**config.mk**
```make
export PLATFORM = sky130hd
export DESIGN_NAME = positional_list_engine_flat
export DESIGN_NICKNAME = d
export VERILOG_FILES = /design/src/rtl/ple_pkg.sv /design/src/rtl/ple_req_if.sv /design/src/rtl/ple_rsp_if.sv /design/src/rtl/ple_ram.sv /design/src/rtl/positional_list_engine.sv /design/src/flat_wrapper.sv
export SDC_FILE = /design/constraint.sdc
export NUM_CORES = 2
export LEC_CHECK = 0
export ABC_AREA = 1
export BUFFER_PORTS_ARGS = -buffer_cell sky130_fd_sc_hd__buf_2
export CORE_UTILIZATION = 30
export CTS_CLUSTER_DIAMETER = 60
export DETAILED_ROUTE_END_ITERATION = 16
export GPL_TIMING_DRIVEN = 0
export PLACE_DENSITY = 0.51
export SLEW_MARGIN = 20
export SYNTH_ARGS = -nofsm -noshare
export SYNTH_HDL_FRONTEND = slang
export SYNTH_SLANG_ARGS = --single-unit
```
**constraint.sdc**
```tcl
create_clock -name clk -period 11.8 [get_ports clk]
set_input_delay 2.36 -clock clk [delete_from_list [all_inputs] [get_ports clk]]
set_output_delay 2.36 -clock clk [all_outputs]
set_load 0.01 [all_outputs]
```
**src/rtl/ple_pkg.sv**
```systemverilog
// ----------------------------------------------------------------------------
// ple_pkg
// Shared types and codes for the positional list engine: request codes,
// status codes and the fixed field widths of the request and response.
// ----------------------------------------------------------------------------
package ple_pkg;

	localparam int REQ_W     = 2;
	localparam int POS_W     = 8;
	localparam int VAL_W     = 32;
	localparam int ST_W      = 2;
	localparam int CNT_OUT_W = 7;

	typedef enum logic [REQ_W-1:0] {
		REQ_INSERT = 2'd0,
		REQ_READ   = 2'd1,
		REQ_DELETE = 2'd2,
		REQ_CLEAR  = 2'd3
	} req_type_t;

	typedef enum logic [ST_W-1:0] {
		ST_DONE  = 2'd0,
		ST_RANGE = 2'd1,
		ST_FULL  = 2'd2
	} status_t;

endpackage

```
**src/rtl/ple_req_if.sv**
```systemverilog
// ----------------------------------------------------------------------------
// ple_req_if
// Request channel of the positional list engine: valid/ready handshake with
// request type, target position and insert value.
// ----------------------------------------------------------------------------
interface ple_req_if;
	import ple_pkg::*;

	logic                    valid;
	logic                    ready;
	logic [REQ_W-1:0]        req_type;
	logic [POS_W-1:0]        position;
	logic signed [VAL_W-1:0] in_value;

	modport source (output valid, output req_type, output position, output in_value,
		input ready);
	modport sink (input valid, input req_type, input position, input in_value,
		output ready);

endinterface

```
**src/rtl/ple_rsp_if.sv**
```systemverilog
// ----------------------------------------------------------------------------
// ple_rsp_if
// Response channel of the positional list engine: valid/ready handshake with
// status, read value and entry count.
// ----------------------------------------------------------------------------
interface ple_rsp_if;
	import ple_pkg::*;

	logic                    valid;
	logic                    ready;
	logic [ST_W-1:0]         status;
	logic signed [VAL_W-1:0] out_value;
	logic [CNT_OUT_W-1:0]    list_count;

	modport source (output valid, output status, output out_value, output list_count,
		input ready);
	modport sink (input valid, input status, input out_value, input list_count,
		output ready);

endinterface

```
**src/rtl/ple_ram.sv**
```systemverilog
// ----------------------------------------------------------------------------
// ple_ram
// Generic simple dual-port RAM: one write port, one read port with
// registered read data.
// ----------------------------------------------------------------------------
module ple_ram #(
	parameter int WIDTH = 32,
	parameter int DEPTH = 64
) (
	input  logic                                     clk,
	input  logic                                     we,
	input  logic [((DEPTH > 1) ? $clog2(DEPTH) : 1)-1:0] waddr,
	input  logic [WIDTH-1:0]                         wdata,
	input  logic [((DEPTH > 1) ? $clog2(DEPTH) : 1)-1:0] raddr,
	output logic [WIDTH-1:0]                         rdata
);

	logic [WIDTH-1:0] mem [DEPTH];

	always_ff @(posedge clk) begin
		if (we) begin
			mem[waddr] <= wdata;
		end
		rdata <= mem[raddr];
	end

endmodule

```
**src/rtl/positional_list_engine.sv**
```systemverilog
// ----------------------------------------------------------------------------
// positional_list_engine
// Bounded ordered list of signed 32-bit values addressed by 1-based
// position: insert, read, delete and clear, one response per request.
//
//   channel  dir  payload                              transfer when
//   req      in   req_type, position, in_value         req.valid & req.ready
//   rsp      out  status, out_value, list_count        rsp.valid & rsp.ready
//
// insert and delete shift the entries from the position on one entry per cycle
// through the single write port of the list RAM; clear or a rejected request
// goes straight to done; the done state holds while a previous response waits.
// req.ready is high only in the idle state, one request at a time.
// the entry count clears on arst_n; list contents are undefined until written.
// a response waiting in the output register does not block the next request.
// ----------------------------------------------------------------------------
module positional_list_engine #(
	parameter int LIST_DEPTH = 64
) (
	input logic        clk,
	input logic        arst_n,
	ple_req_if.sink    req,
	ple_rsp_if.source  rsp
);
	import ple_pkg::*;

	localparam int ADDR_W = $clog2(LIST_DEPTH);
	localparam int CNT_W  = $clog2(LIST_DEPTH + 1);
	localparam int CMP_W  = ((CNT_W > POS_W) ? CNT_W : POS_W) + 1;

	typedef enum logic [5:0] {
		S_IDLE    = 6'b000001,
		S_INS_SH  = 6'b000010,
		S_INS_PUT = 6'b000100,
		S_DEL_SH  = 6'b001000,
		S_RD_WAIT = 6'b010000,
		S_DONE    = 6'b100000
	} state_t;

	state_t                  state_q, state_d;
	logic [CNT_W-1:0]        cnt_q, cnt_d;
	logic [ADDR_W-1:0]       k_q, k_d;
	logic [POS_W-1:0]        pos_q;
	logic signed [VAL_W-1:0] val_q;
	status_t                 status_q, status_d;
	logic signed [VAL_W-1:0] res_q;

	logic                    o_valid_q;
	status_t                 o_status_q;
	logic signed [VAL_W-1:0] o_value_q;
	logic [CNT_OUT_W-1:0]    o_count_q;

	logic                    req_fire;
	logic                    rsp_load;
	logic [CMP_W-1:0]        pos_x, posq_x, cnt_x, k_x;
	logic [ADDR_W-1:0]       pos_m1;
	logic [CNT_W+CNT_OUT_W-1:0] cnt_ext;

	logic                    ram_we;
	logic [ADDR_W-1:0]       ram_waddr, ram_raddr;
	logic [VAL_W-1:0]        ram_wdata, ram_rdata;

	ple_ram #(
		.WIDTH(VAL_W),
		.DEPTH(LIST_DEPTH)
	) u_list_ram (
		.clk   (clk),
		.we    (ram_we),
		.waddr (ram_waddr),
		.wdata (ram_wdata),
		.raddr (ram_raddr),
		.rdata (ram_rdata)
	);

	assign req.ready = (state_q == S_IDLE);
	assign req_fire  = req.valid && req.ready;

	assign pos_x   = CMP_W'(req.position);
	assign posq_x  = CMP_W'(pos_q);
	assign cnt_x   = CMP_W'(cnt_q);
	assign k_x     = CMP_W'(k_q);
	assign pos_m1  = ADDR_W'(posq_x - CMP_W'(1));
	assign cnt_ext = {{CNT_OUT_W{1'b0}}, cnt_q};

	assign rsp.valid      = o_valid_q;
	assign rsp.status     = o_status_q;
	assign rsp.out_value  = o_value_q;
	assign rsp.list_count = o_count_q;

	// sequencer
	always_comb begin
		state_d   = state_q;
		cnt_d     = cnt_q;
		k_d       = k_q;
		status_d  = ST_DONE;
		ram_we    = 1'b0;
		ram_waddr = k_q;
		ram_wdata = ram_rdata;
		ram_raddr = k_q;
		rsp_load  = 1'b0;
		unique case (state_q)
			S_IDLE: begin
				if (req_fire) begin
					case (req_type_t'(req.req_type))
						REQ_INSERT: begin
							if (pos_x == '0 || pos_x > cnt_x + CMP_W'(1)) begin
								status_d = ST_RANGE;
								state_d  = S_DONE;
							end else if (cnt_x == CMP_W'(LIST_DEPTH)) begin
								status_d = ST_FULL;
								state_d  = S_DONE;
							end else begin
								k_d = ADDR_W'(cnt_q);
								if (cnt_x >= pos_x) begin
									ram_raddr = ADDR_W'(cnt_x - CMP_W'(1));
									state_d   = S_INS_SH;
								end else begin
									state_d = S_INS_PUT;
								end
							end
						end
						REQ_READ: begin
							if (pos_x == '0 || pos_x > cnt_x) begin
								status_d = ST_RANGE;
								state_d  = S_DONE;
							end else begin
								ram_raddr = ADDR_W'(pos_x - CMP_W'(1));
								state_d   = S_RD_WAIT;
							end
						end
						REQ_DELETE: begin
							if (pos_x == '0 || pos_x > cnt_x) begin
								status_d = ST_RANGE;
								state_d  = S_DONE;
							end else if (pos_x == cnt_x) begin
								cnt_d   = cnt_q - CNT_W'(1);
								state_d = S_DONE;
							end else begin
								k_d       = ADDR_W'(pos_x);
								ram_raddr = ADDR_W'(pos_x);
								state_d   = S_DEL_SH;
							end
						end
						default: begin
							cnt_d   = '0;
							state_d = S_DONE;
						end
					endcase
				end
			end
			S_INS_SH: begin
				// move entry k-1 up to k, prefetch the next one down
				ram_we    = 1'b1;
				ram_waddr = k_q;
				ram_wdata = ram_rdata;
				if (k_x > posq_x) begin
					ram_raddr = ADDR_W'(k_x - CMP_W'(2));
					k_d       = ADDR_W'(k_x - CMP_W'(1));
				end else begin
					state_d = S_INS_PUT;
				end
			end
			S_INS_PUT: begin
				ram_we    = 1'b1;
				ram_waddr = pos_m1;
				ram_wdata = val_q;
				cnt_d     = cnt_q + CNT_W'(1);
				state_d   = S_DONE;
			end
			S_DEL_SH: begin
				// move entry k down to k-1, prefetch the next one up
				ram_we    = 1'b1;
				ram_waddr = ADDR_W'(k_x - CMP_W'(1));
				ram_wdata = ram_rdata;
				if (k_x + CMP_W'(1) < cnt_x) begin
					ram_raddr = ADDR_W'(k_x + CMP_W'(1));
					k_d       = ADDR_W'(k_x + CMP_W'(1));
				end else begin
					cnt_d   = cnt_q - CNT_W'(1);
					state_d = S_DONE;
				end
			end
			S_RD_WAIT: begin
				state_d = S_DONE;
			end
			S_DONE: begin
				if (!o_valid_q || rsp.ready) begin
					rsp_load = 1'b1;
					state_d  = S_IDLE;
				end
			end
			default: begin
				state_d = S_IDLE;
			end
		endcase
	end

	always_ff @(posedge clk or negedge arst_n) begin
		if (!arst_n) begin
			state_q   <= S_IDLE;
			cnt_q     <= '0;
			o_valid_q <= 1'b0;
		end else begin
			state_q <= state_d;
			cnt_q   <= cnt_d;
			if (rsp_load) begin
				o_valid_q <= 1'b1;
			end else if (rsp.ready) begin
				o_valid_q <= 1'b0;
			end
		end
	end

	always_ff @(posedge clk) begin
		k_q <= k_d;
		if (req_fire) begin
			pos_q    <= req.position;
			val_q    <= req.in_value;
			status_q <= status_d;
			res_q    <= '0;
		end
		if (state_q == S_RD_WAIT) begin
			res_q <= ram_rdata;
		end
		if (rsp_load) begin
			o_status_q <= status_q;
			o_value_q  <= res_q;
			o_count_q  <= cnt_ext[CNT_OUT_W-1:0];
		end
	end

	// checks
	a_cnt_bound: assert property (@(posedge clk) disable iff (!arst_n)
		cnt_x <= CMP_W'(LIST_DEPTH))
		else $error("entry count above list depth");

	a_we_state: assert property (@(posedge clk) disable iff (!arst_n)
		ram_we |-> (state_q == S_INS_SH || state_q == S_INS_PUT || state_q == S_DEL_SH))
		else $error("list write outside a move or insert step");

	a_busy_after_req: assert property (@(posedge clk) disable iff (!arst_n)
		req_fire |=> !req.ready)
		else $error("request taken while busy");

	a_full_status: assert property (@(posedge clk) disable iff (!arst_n)
		(state_q == S_DONE && status_q == ST_FULL) |-> cnt_x == CMP_W'(LIST_DEPTH))
		else $error("full status with room left");

	a_insert_count: assert property (@(posedge clk) disable iff (!arst_n)
		(state_q == S_INS_PUT) |=> cnt_q == $past(cnt_q) + CNT_W'(1))
		else $error("insert did not grow the list");

endmodule

```
**src/flat_wrapper.sv**
```systemverilog
// flat-port wrapper written by rule: the top's interface ports become plain ports
module positional_list_engine_flat import ple_pkg::*;
#(
	parameter int LIST_DEPTH = 64
)
  (clk, arst_n, req_valid, req_req_type, req_position, req_in_value, req_ready, rsp_valid, rsp_status, rsp_out_value, rsp_list_count, rsp_ready);
  ple_req_if req_i ();
  ple_rsp_if rsp_i ();
  input logic clk;
  input logic arst_n;
  input wire logic [$bits(req_i.valid)-1:0] req_valid;
  input wire logic [$bits(req_i.req_type)-1:0] req_req_type;
  input wire logic [$bits(req_i.position)-1:0] req_position;
  input wire logic [$bits(req_i.in_value)-1:0] req_in_value;
  output wire logic [$bits(req_i.ready)-1:0] req_ready;
  output wire logic [$bits(rsp_i.valid)-1:0] rsp_valid;
  output wire logic [$bits(rsp_i.status)-1:0] rsp_status;
  output wire logic [$bits(rsp_i.out_value)-1:0] rsp_out_value;
  output wire logic [$bits(rsp_i.list_count)-1:0] rsp_list_count;
  input wire logic [$bits(rsp_i.ready)-1:0] rsp_ready;
  assign req_i.valid = req_valid;
  assign req_i.req_type = req_req_type;
  assign req_i.position = req_position;
  assign req_i.in_value = req_in_value;
  assign req_ready = req_i.ready;
  assign rsp_valid = rsp_i.valid;
  assign rsp_status = rsp_i.status;
  assign rsp_out_value = rsp_i.out_value;
  assign rsp_list_count = rsp_i.list_count;
  assign rsp_i.ready = rsp_ready;
  positional_list_engine #(.LIST_DEPTH(LIST_DEPTH)) u_core (.clk(clk), .arst_n(arst_n), .req(req_i), .rsp(rsp_i));
endmodule
```
==> flow_summary.yaml <==
critical_path:
  crit_required_ps: 12500
  critPathArrivalTime_ps: 8550
  slowest_delay_ps: 820
  path_cells: "buf_2 -> inv_1 -> ha_1 -> nand2_1 -> nor2_1 -> nand2_1 -> nand3_1 -> nand2_1 -> nor2_1 -> nand2_1 -> nand3_1 -> nand3_1 -> nand2_1 -> nand3_1 -> buf_2 -> clkbuf_1 -> nand3_1 -> nand3_1 -> nand3_1 -> nand3_1 -> nand3_1 -> nand2_1"
  r2r_cells: 26
  critPathLaunchType: "input pin"
  critPathSlowestCell: "nand3_1"
  cp-end-kind: "flop"
  critPathKind: "in -> reg"
  path_max_fanout: 10
  cpMostUsedCell: "nand3_1"
routing:
  wire_per_inst_um: 25.3
  finalWirelength_mm: 375
  drt-pass1-iter-count: 6
  drt.antenna.violating_nets: 0
  vias_per_cell: 5.10
  drcViolationCount: 0
  vias: 75600
  drt_iter0_markers: 9745
cts:
  clk_latency_ps: 890
  root_buffer: "clkbuf_16"
  clk_pin_slew_ps: 60
  h-tree-depth: 5
  cts_tree: "built"
  cts_buffer_depth: 4
  cts_hold_buf: 0
  numCtsBuffers: 267
  cts_resized: 0
  postCtsSetupBuffers: 0
  clkSinkCount: 2215
sta:
  rsz0062_at_grt: "false"
  finClkSkew_ps: 49.5
  fin_ws_ps: 3950
  final.setup.tns_ps: 0
  fin_crit_sh: 0.665
  setup_violations: 0
  whs_ps: 420
  worst_pin_slew_ps: 1280
  slew_headroom: 0.149
  fin_crit_ps: 7850
  drv_slew: 0
  fmax_mhz: 127
  hold_viol: 0
placement:
  place_ws_ps: 3340
  gp_congestion: 1.04
  place_area_mm2: 0.112
  dp.final_hpwl_mm: 275
  port-buffer-count: 88
cells_and_area:
  fin_area_mm2: 0.121
  drive_above_1_share: 0.104
  area_growth_pct: 20.0
  final_nets: 10300
logic_synthesis:
  synth_area_per_cell_um2: 10.4
  synth_cells: 9665
  ys_types: 42
  ys_top_cells_by_count: "edfxtp_1 (2,169), inv_1 (2,116), nand3_1 (1,948)"
  ys_seq_area_frac: 0.658
  synth_area_mm2: 0.100
  yosys_warnings: 0
  synth_top_cell_by_area: "edfxtp_1"
  yosys-top-cells-area: "edfxtp_1 (65%), nand3_1 (9.7%), inv_1 (7.9%)"
  ys.flop_type: "edfxtp_1"
  synthMostInstantiatedCell: "edfxtp_1"
  synth_fp_nets: 9752
  yosys.area.top_type_share: 0.648
  synth_edf_count: 2169
  synthArstFlopShare: 0.00632
  ys_ff_latch: 2215
die:
  fp-row-count: 212
  die_x_um: 581
  die_y_um: 581
  initial_core_util: 0.301
  core_region_area_mm2: 0.333
  design.die.area_mm2: 0.337
  io_pins: 89
power_and_ir_drop:
  p_leak_nw: 49.3
  ir_drop_uv: 214
  p_per_area_mw_per_mm2: 323
  total_power_mw: 39.0
global_routing:
  grt_util_all_layers: 0.216
  grt_pass1_vias: 71400
  antenna_found_initial: 31
  grt_max_degree: 33
  grt_pass1_wl_mm: 525
  grt-ovfl-total: 0
min_path:
  holdPathStages: 0
  hold_path.class: "reg -> reg"
run_status:
  outcome: "completed"
flow_run:
  drv_cap: 0
[cells by family after synthesis]
group	synth area share
AND/OR/NAND/NOR	0.213
buffers and inverters	0.111
flip-flops	0.658
AO/OA/AOI/OAI	0.0111
adder cells (fa/ha/maj)	0.00510
XOR/XNOR	0.00174
[worst paths after layout]
path                                 start                     endpoint  slack, ps
max                        req_position[5]  u_core.u_list_ram.rdata[27]       3950
min                        u_core.res_q[7]      u_core.rsp.out_value[7]        420
max reg2reg                u_core.cnt_q[0]  u_core.u_list_ram.rdata[27]       4330
min reg2reg                u_core.res_q[7]      u_core.rsp.out_value[7]        420
max in group asynchronous           arst_n            u_core.state_q[0]      10110
min in group asynchronous           arst_n             u_core.rsp.valid       1380
[cell type report]
class	instances	area (µm²)
clock buffer	336	7100
clock inverter	144	1300
fill	32700	213000
buffer	674	3230
inverter	2123	7970
tap	4387	5490
timing repair buffer	285	5220
sequential	2215	66100
antenna	11	27.5
multi-input combinational	4653	24100
[critical path: cells and delay by family]
kind                     cells  cell delay [ps]
buffers and inverters        4             1500
AND/OR/NAND/NOR             17             4330
adder cells (fa/ha/maj)      1              310
[where the power goes]
part	leakage (nW)	switching (mW)	total, mW	internal, mW
sequential	20.0	0.0860	10.1	10.0
combinational	25.2	15.6	20.8	5.24
clock	4.10	3.39	8.07	4.68
total	49.3	19.1	39.0	19.9
[layer usage]
layer,up-vias,global-route usage,part of all wire
met1,37000,0.294,0.42
met5,-,0,0
li1,34200,-,-
met3,664,0.0491,0.10
met2,3774,0.331,0.44
met4,0,0.0921,0.046
[per-stage QoR]
| stage | utilization | std cells |
|---|---|---|
| 2_1_floorplan | - | 9665 |
| 3_3_place_gp | 0.319 | 14100 |
| 3_5_place_dp | 0.336 | 14300 |
| 4_1_cts | 0.361 | 14800 |
| 5_1_grt | 0.361 | 14800 |
| 6_report | 0.362 | 14800 |
[sequential cells by signal, summed over array words and instances (netlist names)]
register / flops
u_core.cnt_q: 7
u_core.k_q: 6
u_core.pos_q: 8
u_core.res_q: 32
u_core.rsp.list_count: 7
u_core.rsp.out_value: 32
u_core.rsp.status: 2
u_core.rsp.valid: 1
u_core.state_q: 6
u_core.status_q: 2
u_core.u_list_ram.mem: 2048
u_core.u_list_ram.rdata: 32
u_core.val_q: 32
[placed cells by master (no fill, tap or decap), types with 7 or more instances in the layout]
cell | synthesis | routed
buf_12 | 0 | 75
xor2_1 | 18 | 18
o21ai_0 | 144 | 111
clkbuf_16 | 0 | 273
o22ai_1 | 7 | 7
nand2_2 | 3 | 12
nand4_1 | 976 | 976
nor2_4 | 1 | 67
edfxtp_1 | 2169 | 2169
clkinv_1 | 2 | 52
a21oi_1 | 35 | 34
buf_2 | 214 | 303
nor3_1 | 13 | 13
ha_1 | 41 | 41
clkinv_2 | 0 | 39
dfrtp_1 | 13 | 13
buf_1 | 34 | 34
inv_6 | 0 | 18
bufinv_16 | 0 | 18
o21ai_4 | 0 | 32
dfxtp_1 | 32 | 32
clkinvlp_4 | 0 | 7
diode_2 | 0 | 11
inv_1 | 2116 | 2116
buf_6 | 47 | 47
nand3_1 | 1948 | 1948
nand2_1 | 1291 | 1282
clkbuf_1 | 366 | 399
buf_16 | 0 | 117
clkbuf_2 | 0 | 27
nor2_1 | 147 | 81
buf_4 | 13 | 14
(Power assumes the default switching activity.)
